==> src/rtl/stf_pkg.sv <==
// ============================================================================
// stf_pkg: shared types and constants of the similarity transform fit
// Holds field widths, command and status structs between controller and
// datapath, and the table of product terms used by the closed-form solve.
// ============================================================================
package stf_pkg;

    // Field and accumulator widths.
    localparam int MAX_PAIRS_DEF = 65536;
    localparam int IN_W          = 16;
    localparam int SUM_W         = 32;
    localparam int NORM_W        = 48;
    localparam int XSUM_W        = 49;
    localparam int VAL_W         = 32;
    localparam int FRAC_W        = 16;
    localparam int MIN_POINTS    = 2;

    // Shared serial multiplier and divider widths.
    localparam int MUL_A_W = 49;
    localparam int MUL_B_W = 33;
    localparam int MUL_P_W = MUL_A_W + MUL_B_W;
    localparam int NUM_W   = 84;
    localparam int DEN_W   = 64;

    // Solve sequence.
    localparam int TERM_W    = 4;
    localparam int TERM_LAST = 12;

    typedef enum logic [1:0] {ST_OK, ST_FEW, ST_DEGEN, ST_SAT} t_status;
    typedef enum logic [1:0] {PROD_NONE, PROD_NORM, PROD_DOT, PROD_CROSS} t_prod;
    typedef enum logic [2:0] {A_NORM, A_DOT, A_CROSS, A_SX, A_SY} t_asel;
    typedef enum logic [2:0] {B_N, B_SX, B_SY, B_DX, B_DY, B_C, B_S} t_bsel;
    typedef enum logic [1:0] {INIT_KEEP, INIT_ZERO, INIT_DX, INIT_DY} t_init;
    typedef enum logic [2:0] {DEST_NONE, DEST_D, DEST_C, DEST_S, DEST_TX, DEST_TY} t_dest;

    // One product term of the solve; a destination other than none ends a group.
    typedef struct packed {
        t_asel a_sel;
        t_bsel b_sel;
        logic  sub;
        t_init init;
        t_dest dest;
    } t_term;

    // Commands from the controller to the datapath.
    typedef struct packed {
        logic    acc_load;
        t_prod   prod;
        logic    clear_res;
        logic    mul_start;
        logic    t_acc;
        t_term   term;
        logic    d_latch;
        logic    div_start;
        logic    div_store;
        logic    emit;
        t_status emit_status;
        logic    clear_sums;
    } t_cmd;

    // Status from the datapath to the controller.
    typedef struct packed {
        logic last;
        logic few_points;
        logic d_zero;
        logic mul_done;
        logic div_done;
        logic div_sat;
        logic out_busy;
    } t_dp_stat;

    // Term table: D, then the numerators of c and s, then those of tx and ty.
    function automatic t_term term_info(input logic [TERM_W-1:0] idx);
        t_term t;
        t.a_sel = A_SX;
        t.b_sel = B_N;
        t.sub   = 1'b0;
        t.init  = INIT_KEEP;
        t.dest  = DEST_NONE;
        unique case (idx)
            4'd0: begin
                t.a_sel = A_NORM; t.b_sel = B_N;  t.init = INIT_ZERO;
            end
            4'd1: begin
                t.a_sel = A_SX;   t.b_sel = B_SX; t.sub = 1'b1;
            end
            4'd2: begin
                t.a_sel = A_SY;   t.b_sel = B_SY; t.sub = 1'b1; t.dest = DEST_D;
            end
            4'd3: begin
                t.a_sel = A_DOT;  t.b_sel = B_N;  t.init = INIT_ZERO;
            end
            4'd4: begin
                t.a_sel = A_SX;   t.b_sel = B_DX; t.sub = 1'b1;
            end
            4'd5: begin
                t.a_sel = A_SY;   t.b_sel = B_DY; t.sub = 1'b1; t.dest = DEST_C;
            end
            4'd6: begin
                t.a_sel = A_CROSS; t.b_sel = B_N; t.init = INIT_ZERO;
            end
            4'd7: begin
                t.a_sel = A_SY;   t.b_sel = B_DX;
            end
            4'd8: begin
                t.a_sel = A_SX;   t.b_sel = B_DY; t.sub = 1'b1; t.dest = DEST_S;
            end
            4'd9: begin
                t.a_sel = A_SX;   t.b_sel = B_C;  t.sub = 1'b1; t.init = INIT_DX;
            end
            4'd10: begin
                t.a_sel = A_SY;   t.b_sel = B_S;  t.dest = DEST_TX;
            end
            4'd11: begin
                t.a_sel = A_SY;   t.b_sel = B_C;  t.sub = 1'b1; t.init = INIT_DY;
            end
            4'd12: begin
                t.a_sel = A_SX;   t.b_sel = B_S;  t.sub = 1'b1; t.dest = DEST_TY;
            end
            default: begin
                t.dest = DEST_NONE;
            end
        endcase
        return t;
    endfunction

endpackage

==> src/rtl/stf_ctrl.sv <==
// ============================================================================
// stf_ctrl: sequencing state machine of the similarity transform fit
// Steps each accepted pair through the product states PROD1 to PROD3 and, on
// the last pair, walks the term table through the shared multiplier and divider.
// ============================================================================
module stf_ctrl (
    input  logic                 i_clk,
    input  logic                 i_rst_n,
    input  logic                 i_in_valid,
    output logic                 o_in_stall,
    input  stf_pkg::t_dp_stat    i_stat,
    output stf_pkg::t_cmd        o_cmd
);
    import stf_pkg::*;

    typedef enum logic [3:0] {
        S_IDLE, S_PROD1, S_PROD2, S_PROD3, S_CHECK, S_MUL, S_MUL_WAIT,
        S_DZ, S_DIV, S_DIV_WAIT, S_EMIT
    } t_state;

    t_state              r_state;
    logic [TERM_W-1:0]   r_term;
    logic                r_sat;
    t_status             r_status;
    t_term               n_term;

    assign n_term = term_info(r_term);

    // State, term index and result status.
    always_ff @(posedge i_clk) begin
        if (!i_rst_n) begin
            r_state  <= S_IDLE;
            r_term   <= '0;
            r_sat    <= 1'b0;
            r_status <= ST_OK;
        end else begin
            unique case (r_state)
                S_IDLE: begin
                    if (i_in_valid) r_state <= S_PROD1;
                end
                S_PROD1: r_state <= S_PROD2;
                S_PROD2: r_state <= S_PROD3;
                S_PROD3: r_state <= i_stat.last ? S_CHECK : S_IDLE;
                S_CHECK: begin
                    r_term <= '0;
                    r_sat  <= 1'b0;
                    if (i_stat.few_points) begin
                        r_status <= ST_FEW;
                        r_state  <= S_EMIT;
                    end else begin
                        r_state <= S_MUL;
                    end
                end
                S_MUL: r_state <= S_MUL_WAIT;
                S_MUL_WAIT: begin
                    if (i_stat.mul_done) begin
                        if (n_term.dest == DEST_NONE) begin
                            r_term  <= r_term + 1'b1;
                            r_state <= S_MUL;
                        end else if (n_term.dest == DEST_D) begin
                            r_state <= S_DZ;
                        end else begin
                            r_state <= S_DIV;
                        end
                    end
                end
                S_DZ: begin
                    if (i_stat.d_zero) begin
                        r_status <= ST_DEGEN;
                        r_state  <= S_EMIT;
                    end else begin
                        r_term  <= r_term + 1'b1;
                        r_state <= S_MUL;
                    end
                end
                S_DIV: r_state <= S_DIV_WAIT;
                S_DIV_WAIT: begin
                    if (i_stat.div_done) begin
                        r_sat <= r_sat | i_stat.div_sat;
                        if (r_term == TERM_W'(TERM_LAST)) begin
                            r_status <= (r_sat || i_stat.div_sat) ? ST_SAT : ST_OK;
                            r_state  <= S_EMIT;
                        end else begin
                            r_term  <= r_term + 1'b1;
                            r_state <= S_MUL;
                        end
                    end
                end
                S_EMIT: begin
                    if (!i_stat.out_busy) r_state <= S_IDLE;
                end
                default: r_state <= S_IDLE;
            endcase
        end
    end

    // Commands decoded from the state.
    always_comb begin
        o_cmd             = '0;
        o_cmd.term        = n_term;
        o_cmd.emit_status = r_status;
        unique case (r_state)
            S_IDLE:     o_cmd.acc_load  = i_in_valid;
            S_PROD1:    o_cmd.prod      = PROD_NORM;
            S_PROD2:    o_cmd.prod      = PROD_DOT;
            S_PROD3:    o_cmd.prod      = PROD_CROSS;
            S_CHECK:    o_cmd.clear_res = 1'b1;
            S_MUL:      o_cmd.mul_start = 1'b1;
            S_MUL_WAIT: o_cmd.t_acc     = i_stat.mul_done;
            S_DZ:       o_cmd.d_latch   = 1'b1;
            S_DIV:      o_cmd.div_start = 1'b1;
            S_DIV_WAIT: o_cmd.div_store = i_stat.div_done;
            S_EMIT: begin
                o_cmd.emit       = !i_stat.out_busy;
                o_cmd.clear_sums = !i_stat.out_busy;
            end
            default:    o_cmd.acc_load  = 1'b0;
        endcase
    end

    assign o_in_stall = (r_state != S_IDLE);

endmodule

==> config.mk <==
export PLATFORM = sky130hd
export DESIGN_NAME = stf_ctrl
export DESIGN_NICKNAME = d
export VERILOG_FILES = /design/src/rtl/stf_pkg.sv /design/src/rtl/stf_ctrl.sv
export SDC_FILE = /design/constraint.sdc
export NUM_CORES = 1
export LEC_CHECK = 0
export ABC_AREA = 1
export BUFFER_PORTS_ARGS = -buffer_cell sky130_fd_sc_hd__buf_2
export CAP_MARGIN = 20
export CORE_AREA = 2 2 53 55
export DETAILED_ROUTE_END_ITERATION = 16
export DIE_AREA = 0 0 55 57
export GPL_ROUTABILITY_DRIVEN = 0
export HOLD_SLACK_MARGIN = 0.06
export PLACE_DENSITY_LB_ADDON = 0.3
export SYNTH_ARGS = -nofsm -noshare
export SYNTH_HDL_FRONTEND = slang
export SYNTH_SLANG_ARGS = --single-unit
==> constraint.sdc <==
create_clock -name i_clk -period 4.8 [get_ports i_clk]
set_input_delay 0 -clock i_clk [delete_from_list [all_inputs] [get_ports i_clk]]
set_output_delay 0 -clock i_clk [all_outputs]
set_load 0.02 [all_outputs]
==> impl_summary.log, run 1 <==
INFO  metric area.growth.synth_to_final = 23.3%
INFO  metric worst_slew_pin_slew = 385 ps
INFO  metric outcome = complete, no violations
INFO  metric finalWorstSetupSlack = 2850 ps
INFO  metric tritoncts_num_sinks = 11
INFO  metric synth_top_cells_by_area = dfxtp_1, nand2_1, nor2_1
INFO  metric critPathArrivalTime = 1950 ps
INFO  metric critical_path_buf_inv_count = 3
INFO  metric io-pin-count = 36
INFO  metric final_min_period_over_clock_period = 40.6%
INFO  metric cts.htree.levels = 1
INFO  metric timing.critical_path.to_type = primary output
INFO  metric crit_start = r_term[1]
INFO  metric die_height = 57 µm
INFO  metric rrSetupSlack = 3000 ps
INFO  metric reg2reg_depth = 10
INFO  metric cts.repair.resized = 0
INFO  metric antenna_left = 0
INFO  metric multi_input_area = 698 µm²
INFO  metric post_synth_inst_count = 182
INFO  metric synth.ff_latch_count = 11
INFO  metric clock_transition_time_at_the_flip_flop_clock_pins_of_the_worst_setup_and_hold_paths = 70 ps
INFO  metric path_class = reg -> out
INFO  metric grt_pass1_wl = 4390 µm
INFO  metric final.fill_count = 298
INFO  metric routedWlPerCell = 11.0 µm
INFO  metric holdCritPathClass = in -> reg
INFO  metric num_vias = 1,273
INFO  metric finalClockSkew = 2.39 ps
INFO  metric drive_gt1_share = 22.6%
INFO  metric final_util = 48.8%
INFO  metric root_buffer = clkbuf_4
INFO  metric design.core.area = 0.00262 mm²
INFO  metric maxSlewHeadroom = 74.1%
INFO  metric power.total = 0.215 mW
INFO  metric finalNetCount = 236
INFO  metric finalNonFillerCells = 252
INFO  metric ys_warns = 0
INFO  metric cp_cell_sequence = inv_1 -> ha_1 -> o21ai_0 -> inv_1 -> nor3_1 -> nand4_1 -> nand4_1 -> buf_2
INFO  metric grt_overflow_total = 0
INFO  metric ys_types = 22
INFO  metric syn-mean-instance-area = 5.69 µm²
INFO  metric n_antenna_cell = 0
INFO  metric numCtsBuffers = 3
INFO  metric critical_path.slowest_cell = dfxtp_1
INFO  metric detailedRoute.firstPassIterationCount = 4
INFO  metric die_width = 55 µm
INFO  metric totalNegativeSetupSlack = 0 ps
INFO  metric drc_errors = 0
INFO  metric row_count = 19
INFO  metric synth_largest_type_area_fraction = 21.3%
INFO  metric place.detailed.hpwl = 2260 µm
INFO  metric syn_nets = 196
INFO  metric hold_path_startpoint = i_stat[1]
INFO  metric vias_per_cell = 5.05
INFO  metric p_per_cell_area = 169 mW/mm²
INFO  metric critical_path.startpoint_type = flop
INFO  metric synth.largest_area_cell = dfxtp_1
INFO  metric totalWireLength = 2770 µm
INFO  metric synth_area = 0.00103 mm²
INFO  metric endpoint_of_the_worst_slack_reg_to_reg_timing_path = r_status[1]
INFO  metric rsz0062_at_grt = false
INFO  metric dp_worst_setup_slack = 3030 ps
INFO  metric cpLargestDelayFamily = simple AND/OR/NAND/NOR gates
INFO  metric number_of_i_o_port_buffers = 35
INFO  metric place.detailed.instances = 246
INFO  metric synth-seq-area-share = 21.3%
INFO  metric setup_violators_final = 0
INFO  metric first_global_vias = 1,038
INFO  metric die_area = 0.00314 mm²
INFO  metric min_period = 1950 ps
INFO  metric highest_ir_drop_seen_on_vdd = 0.181 mV
INFO  metric ctsLongestPathBuffers = 2
INFO  metric critical-path-max-stage-delay = 370 ps
INFO  metric holdPathEnd = r_sat
INFO  metric slew_viol_final = 0
INFO  metric mostFrequentLayoutCells = nand2_1, buf_2, nor2_1, inv_1, nand3_1
INFO  metric leakage = 0.779 nW
INFO  metric max_clock_freq = 513 MHz
INFO  metric clk-insertion-delay-late = 260 ps
INFO  metric hold-path-cell-count = 3
INFO  metric floorplan.initialDensity = 39.6%
INFO  metric crit-reg2reg-launch = r_term[0]
INFO  metric grt_max_degree = 9
INFO  metric cp_max_fo = 5
INFO  metric grt_antenna_before_repair = 0
INFO  metric timing.critical_path.required = 4800 ps
INFO  metric layout_commonest_cell = nand2_1
INFO  metric maxCapViolCount = 0
INFO  metric cts_tree = yes
INFO  metric groute.usage.overall = 18.4%
INFO  metric ff_latch_area = 220 µm²
INFO  metric timing.final.hold_violations = 0
INFO  metric detailedRoute.firstIterationViolations = 48
-- routing by layer --
metal / vias up / share of wire (%) / global-route usage [%]
met5: - / 0 / 0
met4: 0 / 0.58 / 6.27
met3: 2 / 6.4 / 1.57
met2: 49 / 43 / 26.5
met1: 549 / 50 / 28.3
li1: 673 / - / -
-- per-stage QoR --
stage / hold WS (ps) / area, µm²
floorplan: 93.7 / 1030
global placement: 277 / 1230
detailed placement: 278 / 1230
CTS: 101 / 1280
global route: 111 / 1280
finish: 121 / 1280
-- cell type report --
cell class                      count  area share, %
Clock buffer                        4           2.06
Inverter                           26           7.65
Multi-Input combinational cell    143           54.7
Sequential cell                    11           17.3
Tap cell                           31           3.04
Timing Repair Buffer               37           15.3
-- kinds of logic after synthesis --
family	Yosys count	synth area share, %
flops	11	21.3
simple gates	112	48.2
fa+ha+maj	4	4.84
xor+xnor	2	1.69
buf+inv	28	11.2
compound gates	25	12.7
-- synthesized netlist by cell type, drive strengths merged --
cell / count
nor4: 1
o211ai: 1
nand3b: 1
inv: 26
ha: 4
buf: 2
nor3: 2
dfxtp: 11
a21oi: 10
a31oi: 1
nand3: 18
nor2: 31
nand2: 51
nand4: 8
a22oi: 1
o21ai: 12
xor2: 2
-- worst max path at each step --
stage,end,slack (ps),cells past startpoint
CTS,o_cmd[17],2820,8
global placement,r_term[1],3020,11
floorplan,o_cmd[17],3170,7
global route,o_cmd[16],2580,8
finish,o_cmd[17],2850,8
detailed placement,r_term[2],3030,10
-- worst min-delay path, stage by stage --
cell     delay (ps)
buf_2            70
o21ai_0         110
a21oi_1         160
-- where the power goes --
part | total [mW] | switching [mW] | internal (mW)
Sequential | 0.0995 | 0.00525 | 0.0943
Combinational | 0.0558 | 0.0362 | 0.0197
Clock | 0.0600 | 0.0279 | 0.0321
-- state kept, by name (all words and copies together), names as in the netlist --
name,count
r_sat,1
r_status,2
r_state,4
r_term,4
-- repair_timing --
item | 4_1_cts | 5_1_grt
hold endpoints to repair | 4 | 0
hold buffers | 2 | 0
buffers inserted | 0 | 0
Power figures use the tool's default switching activity.
==> run 2, diff against run 1 <==
--- a/config.mk
+++ b/config.mk
@@ -5,12 +5,12 @@
 export SDC_FILE = /design/constraint.sdc
 export NUM_CORES = 1
 export LEC_CHECK = 0
-export ABC_AREA = 1
+export ABC_AREA = 0
 export BUFFER_PORTS_ARGS = -buffer_cell sky130_fd_sc_hd__buf_2
 export CAP_MARGIN = 20
-export CORE_AREA = 2 2 53 55
+export CORE_AREA = 2 2 55 57
 export DETAILED_ROUTE_END_ITERATION = 16
-export DIE_AREA = 0 0 55 57
+export DIE_AREA = 0 0 57 59
 export GPL_ROUTABILITY_DRIVEN = 0
 export HOLD_SLACK_MARGIN = 0.06
 export PLACE_DENSITY_LB_ADDON = 0.3
==> constraint.sdc (replaced) <==
create_clock -name i_clk -period 1.6 [get_ports i_clk]
set_input_delay 0 -clock i_clk [delete_from_list [all_inputs] [get_ports i_clk]]
set_output_delay 0 -clock i_clk [all_outputs]
set_load 0.02 [all_outputs]
==> run 2 against run 1 <==
  * The run now ends with negative setup slack left
  * Area after synthesis rose by 11%
  * First-iteration DRC count rose by 40%
  * Via count rose by 13%
  * Worst setup slack got worse by 3000 ps
  * Core utilization rose by 16 points
  * Sequential share of layout area fell by 3.9 points
==> impl_summary.log, run 2 <==
INFO  metric syn_nets = 180 (-8.2%)
INFO  metric leakage = 0.793 nW (+1.7%)
INFO  metric largest_family_of_logic_cells_by_synthesized_area = simple AND/OR/NAND/NOR gates
INFO  metric place.detailed.instances = 243 (-1.2%)
INFO  metric totalNegativeSetupSlack = -301 ps (-301 ps)
INFO  metric antenna_left = 0 (unchanged)
INFO  metric cts.htree.levels = 1 (unchanged)
INFO  metric timing.final.hold_violations = 0 (unchanged)
INFO  metric post_synth_and_or_nand_nor_area_fraction = 37.6% (-11 points)
INFO  metric path_class = reg -> out
INFO  metric detailedRoute.firstPassIterationCount = 5 (+1)
INFO  metric post_synth_xor_area_fraction = 0% (-1.7 points)
INFO  metric final.fill_count = 220 (-26%)
INFO  metric root_buffer = clkbuf_4
INFO  metric critPathArrivalTime = 1710 ps (-240 ps)
INFO  metric numCtsBuffers = 3 (unchanged)
INFO  metric totalWireLength = 3830 µm (+38%)
INFO  metric grt_pass1_wl = 6020 µm (+37%)
INFO  metric grt_antenna_before_repair = 0 (unchanged)
INFO  metric detailedRoute.firstIterationViolations = 67 (+40%)
INFO  metric post_synth_inst_count = 166 (-8.8%)
INFO  metric ys_warns = 0 (unchanged)
INFO  metric post_synthesis_share_of_cell_area_spent_on_full_adders_half_adders_and_majority_gates = 4.37% (-0.47 points)
INFO  metric slew_viol_final = 0 (unchanged)
INFO  metric final_min_period_over_clock_period = 107%
INFO  metric io-pin-count = 36 (unchanged)
INFO  metric clk-insertion-delay-late = 280 ps (+20 ps)
INFO  metric crit-reg2reg-launch = r_term[1]
INFO  metric reg_top3 = r_state: 4 flops, r_term: 4 flops, r_status: 2 flops
INFO  metric power.total = 0.690 mW (+220%)
INFO  metric reg2reg_depth = 8 (-2)
INFO  metric maxSlewHeadroom = 79.8% (+5.7 points)
INFO  metric cts_tree = yes
INFO  metric finalClockSkew = 5.04 ps (+2.64 ps)
INFO  metric finalNonFillerCells = 254 (+0.79%)
INFO  metric fraction_of_the_mapped_netlist_area_in_compound_gates = 29.6% (+17 points)
INFO  metric floorplan.initialDensity = 42.3% (+2.7 points)
INFO  metric failed_checks = negative setup slack
INFO  metric postSynth.asyncResetShare = 0% (unchanged)
INFO  metric max_clock_freq = 585 MHz
INFO  metric die_height = 59 µm (+3.5%)
INFO  metric synthFlopType = dfxtp_1
INFO  metric synth_largest_type_area_fraction = 19.2% (-2.1 points)
INFO  metric min_period = 1710 ps
INFO  metric syn-mean-instance-area = 6.90 µm² (+21%)
INFO  metric muxShareOfSynthArea = 0.873% (+0.87 points)
INFO  metric synth.ff_latch_count = 11 (unchanged)
INFO  metric ys_types = 44 (+100%)
INFO  metric hold-path-cell-count = 3 (unchanged)
INFO  metric hold_ws = 70.0 ps (-51.4 ps)
INFO  metric finalWorstSetupSlack = -110 ps (-2960 ps)
INFO  metric synth-edff-count = 0 (unchanged)
INFO  metric area.growth.synth_to_final = 54.3%
INFO  metric synth_top_cells_by_area = dfxtp_1, o21ai_0, nor2_1
INFO  metric cp_max_fo = 4 (-1)
INFO  metric mostFrequentLayoutCells = buf_2, buf_4, nor2_1, nand2_1, o21ai_0
INFO  metric synth_common_cells = nor2_1, nand2_1, o21ai_0
INFO  metric groute.usage.overall = 22.5% (+4.1 points)
INFO  metric yosys.cell_count.top_type = nor2_1
INFO  metric first_global_vias = 1,350 (+30%)
INFO  metric row_count = 19 (unchanged)
INFO  metric crit_start = r_term[1]
INFO  metric die_area = 0.00336 mm² (+7.3%)
INFO  metric highest_ir_drop_seen_on_vdd = 0.514 mV (+180%)
INFO  metric holdCritPathClass = in -> reg
INFO  metric number_of_i_o_port_buffers = 35 (unchanged)
INFO  metric synth_area = 0.00115 mm² (+11%)
INFO  metric outcome = finished, violations left
INFO  metric drive_gt1_share = 49.3% (+27 points)
INFO  metric tritoncts_num_sinks = 11 (unchanged)
INFO  metric design.core.area = 0.00271 mm² (+3.6%)
INFO  metric clock_transition_time_at_the_flip_flop_clock_pins_of_the_worst_setup_and_hold_paths = 80 ps (about the same)
INFO  metric n_antenna_cell = 0 (unchanged)
INFO  metric grt_overflow_total = 0 (unchanged)
INFO  metric p_per_cell_area = 390 mW/mm² (+130%)
INFO  metric routedWlPerCell = 15.1 µm (+37%)
INFO  metric worst_slew_pin_slew = 302 ps (-82.4 ps)
INFO  metric maxCapViolCount = 0 (unchanged)
INFO  metric vias_per_cell = 5.67 (+12%)
INFO  metric rsz0062_at_grt = true
INFO  metric timing.critical_path.to_type = primary output
INFO  metric setup_violators_final = 7 (+7)
INFO  metric die_width = 57 µm (+3.6%)
INFO  metric place.detailed.hpwl = 2780 µm (+23%)
INFO  metric timing.critical_path.required = 1600 ps (-3200 ps)
INFO  metric ctsLongestPathBuffers = 2 (unchanged)
INFO  metric synth.largest_area_cell = dfxtp_1
INFO  metric hold_path_startpoint = i_stat[3]
INFO  metric synth-seq-area-share = 19.2% (-2.1 points)
INFO  metric critical_path.startpoint_type = flop
INFO  metric drc_errors = 0 (unchanged)
INFO  metric grt_max_degree = 15 (+6)
INFO  metric layout_commonest_cell = buf_2
INFO  metric finalNetCount = 238 (+0.85%)
INFO  metric num_vias = 1,439 (+13%)
## run 2: final timing paths
kind / end / slack [ps]
worst max register to register: r_term[3] / -50
worst max-delay path: o_cmd[16] / -110
worst min-delay path: r_state[2] / 70
worst min register to register: r_sat / 490
## run 2: metrics by stage
step | area (µm²) | worst slack, ps | utilization [%]
2_1_floorplan | 1190 | -12.1 | -
3_3_place_gp | 1490 | 6.79 | 55.1
3_5_place_dp | 1490 | -45.5 | 55.1
4_1_cts | 1650 | -16.5 | 60.8
5_1_grt | 1770 | -156 | 65.2
6_report | 1770 | -110 | 65.2
## run 2: cell type report
cell class              instances  area, µm²  share of cell area (%)
multi-input cells             136        998                    56.5
repair buffers                 64        432                    24.4
well taps                      31       38.8                    2.19
inverters                       8       35.0                    1.98
clock buffers                   3       22.5                    1.27
clock inverters                 1       5.00                   0.283
flip-flops and latches         11        236                    13.4
## run 2: critical path, cell delays in order (launching register included)
cell and delay [ps]:
dfxtp_4 390, inv_4 50, ha_4 170, buf_4 140, nor2_1 180, o22ai_2 110, a21oi_1 170, a31oi_1 60
buf_4 160
## run 2: routing by layer
layer,part of all wire [%],vias to the layer above,global-route usage [%]
met5,0,-,0
met4,1.3,0,5.32
met2,53,44,41.2
li1,-,705,-
met1,41,684,27.0
met3,5.1,6,4.59
## run 2: where the power goes
group	leakage (nW)	switching, mW	internal, mW
sequential	0.0931	0.0177	0.279
combinational	0.682	0.106	0.0868
clock	0.0177	0.108	0.0927
## run 2: what timing repair did
action	CTS	global route
endpoints found under the setup margin	15	16
gates resized for setup	28	24
pin swaps	4	5
hold buffers	2	0
hold endpoints to repair	1	0
setup buffers	0	5
## run 2: kinds of logic after synthesis
logic type | count (synthesis)
simple gates | 80
fa+ha+maj | 4
mux | 1
flops | 11
buf+inv | 19
compound gates | 51
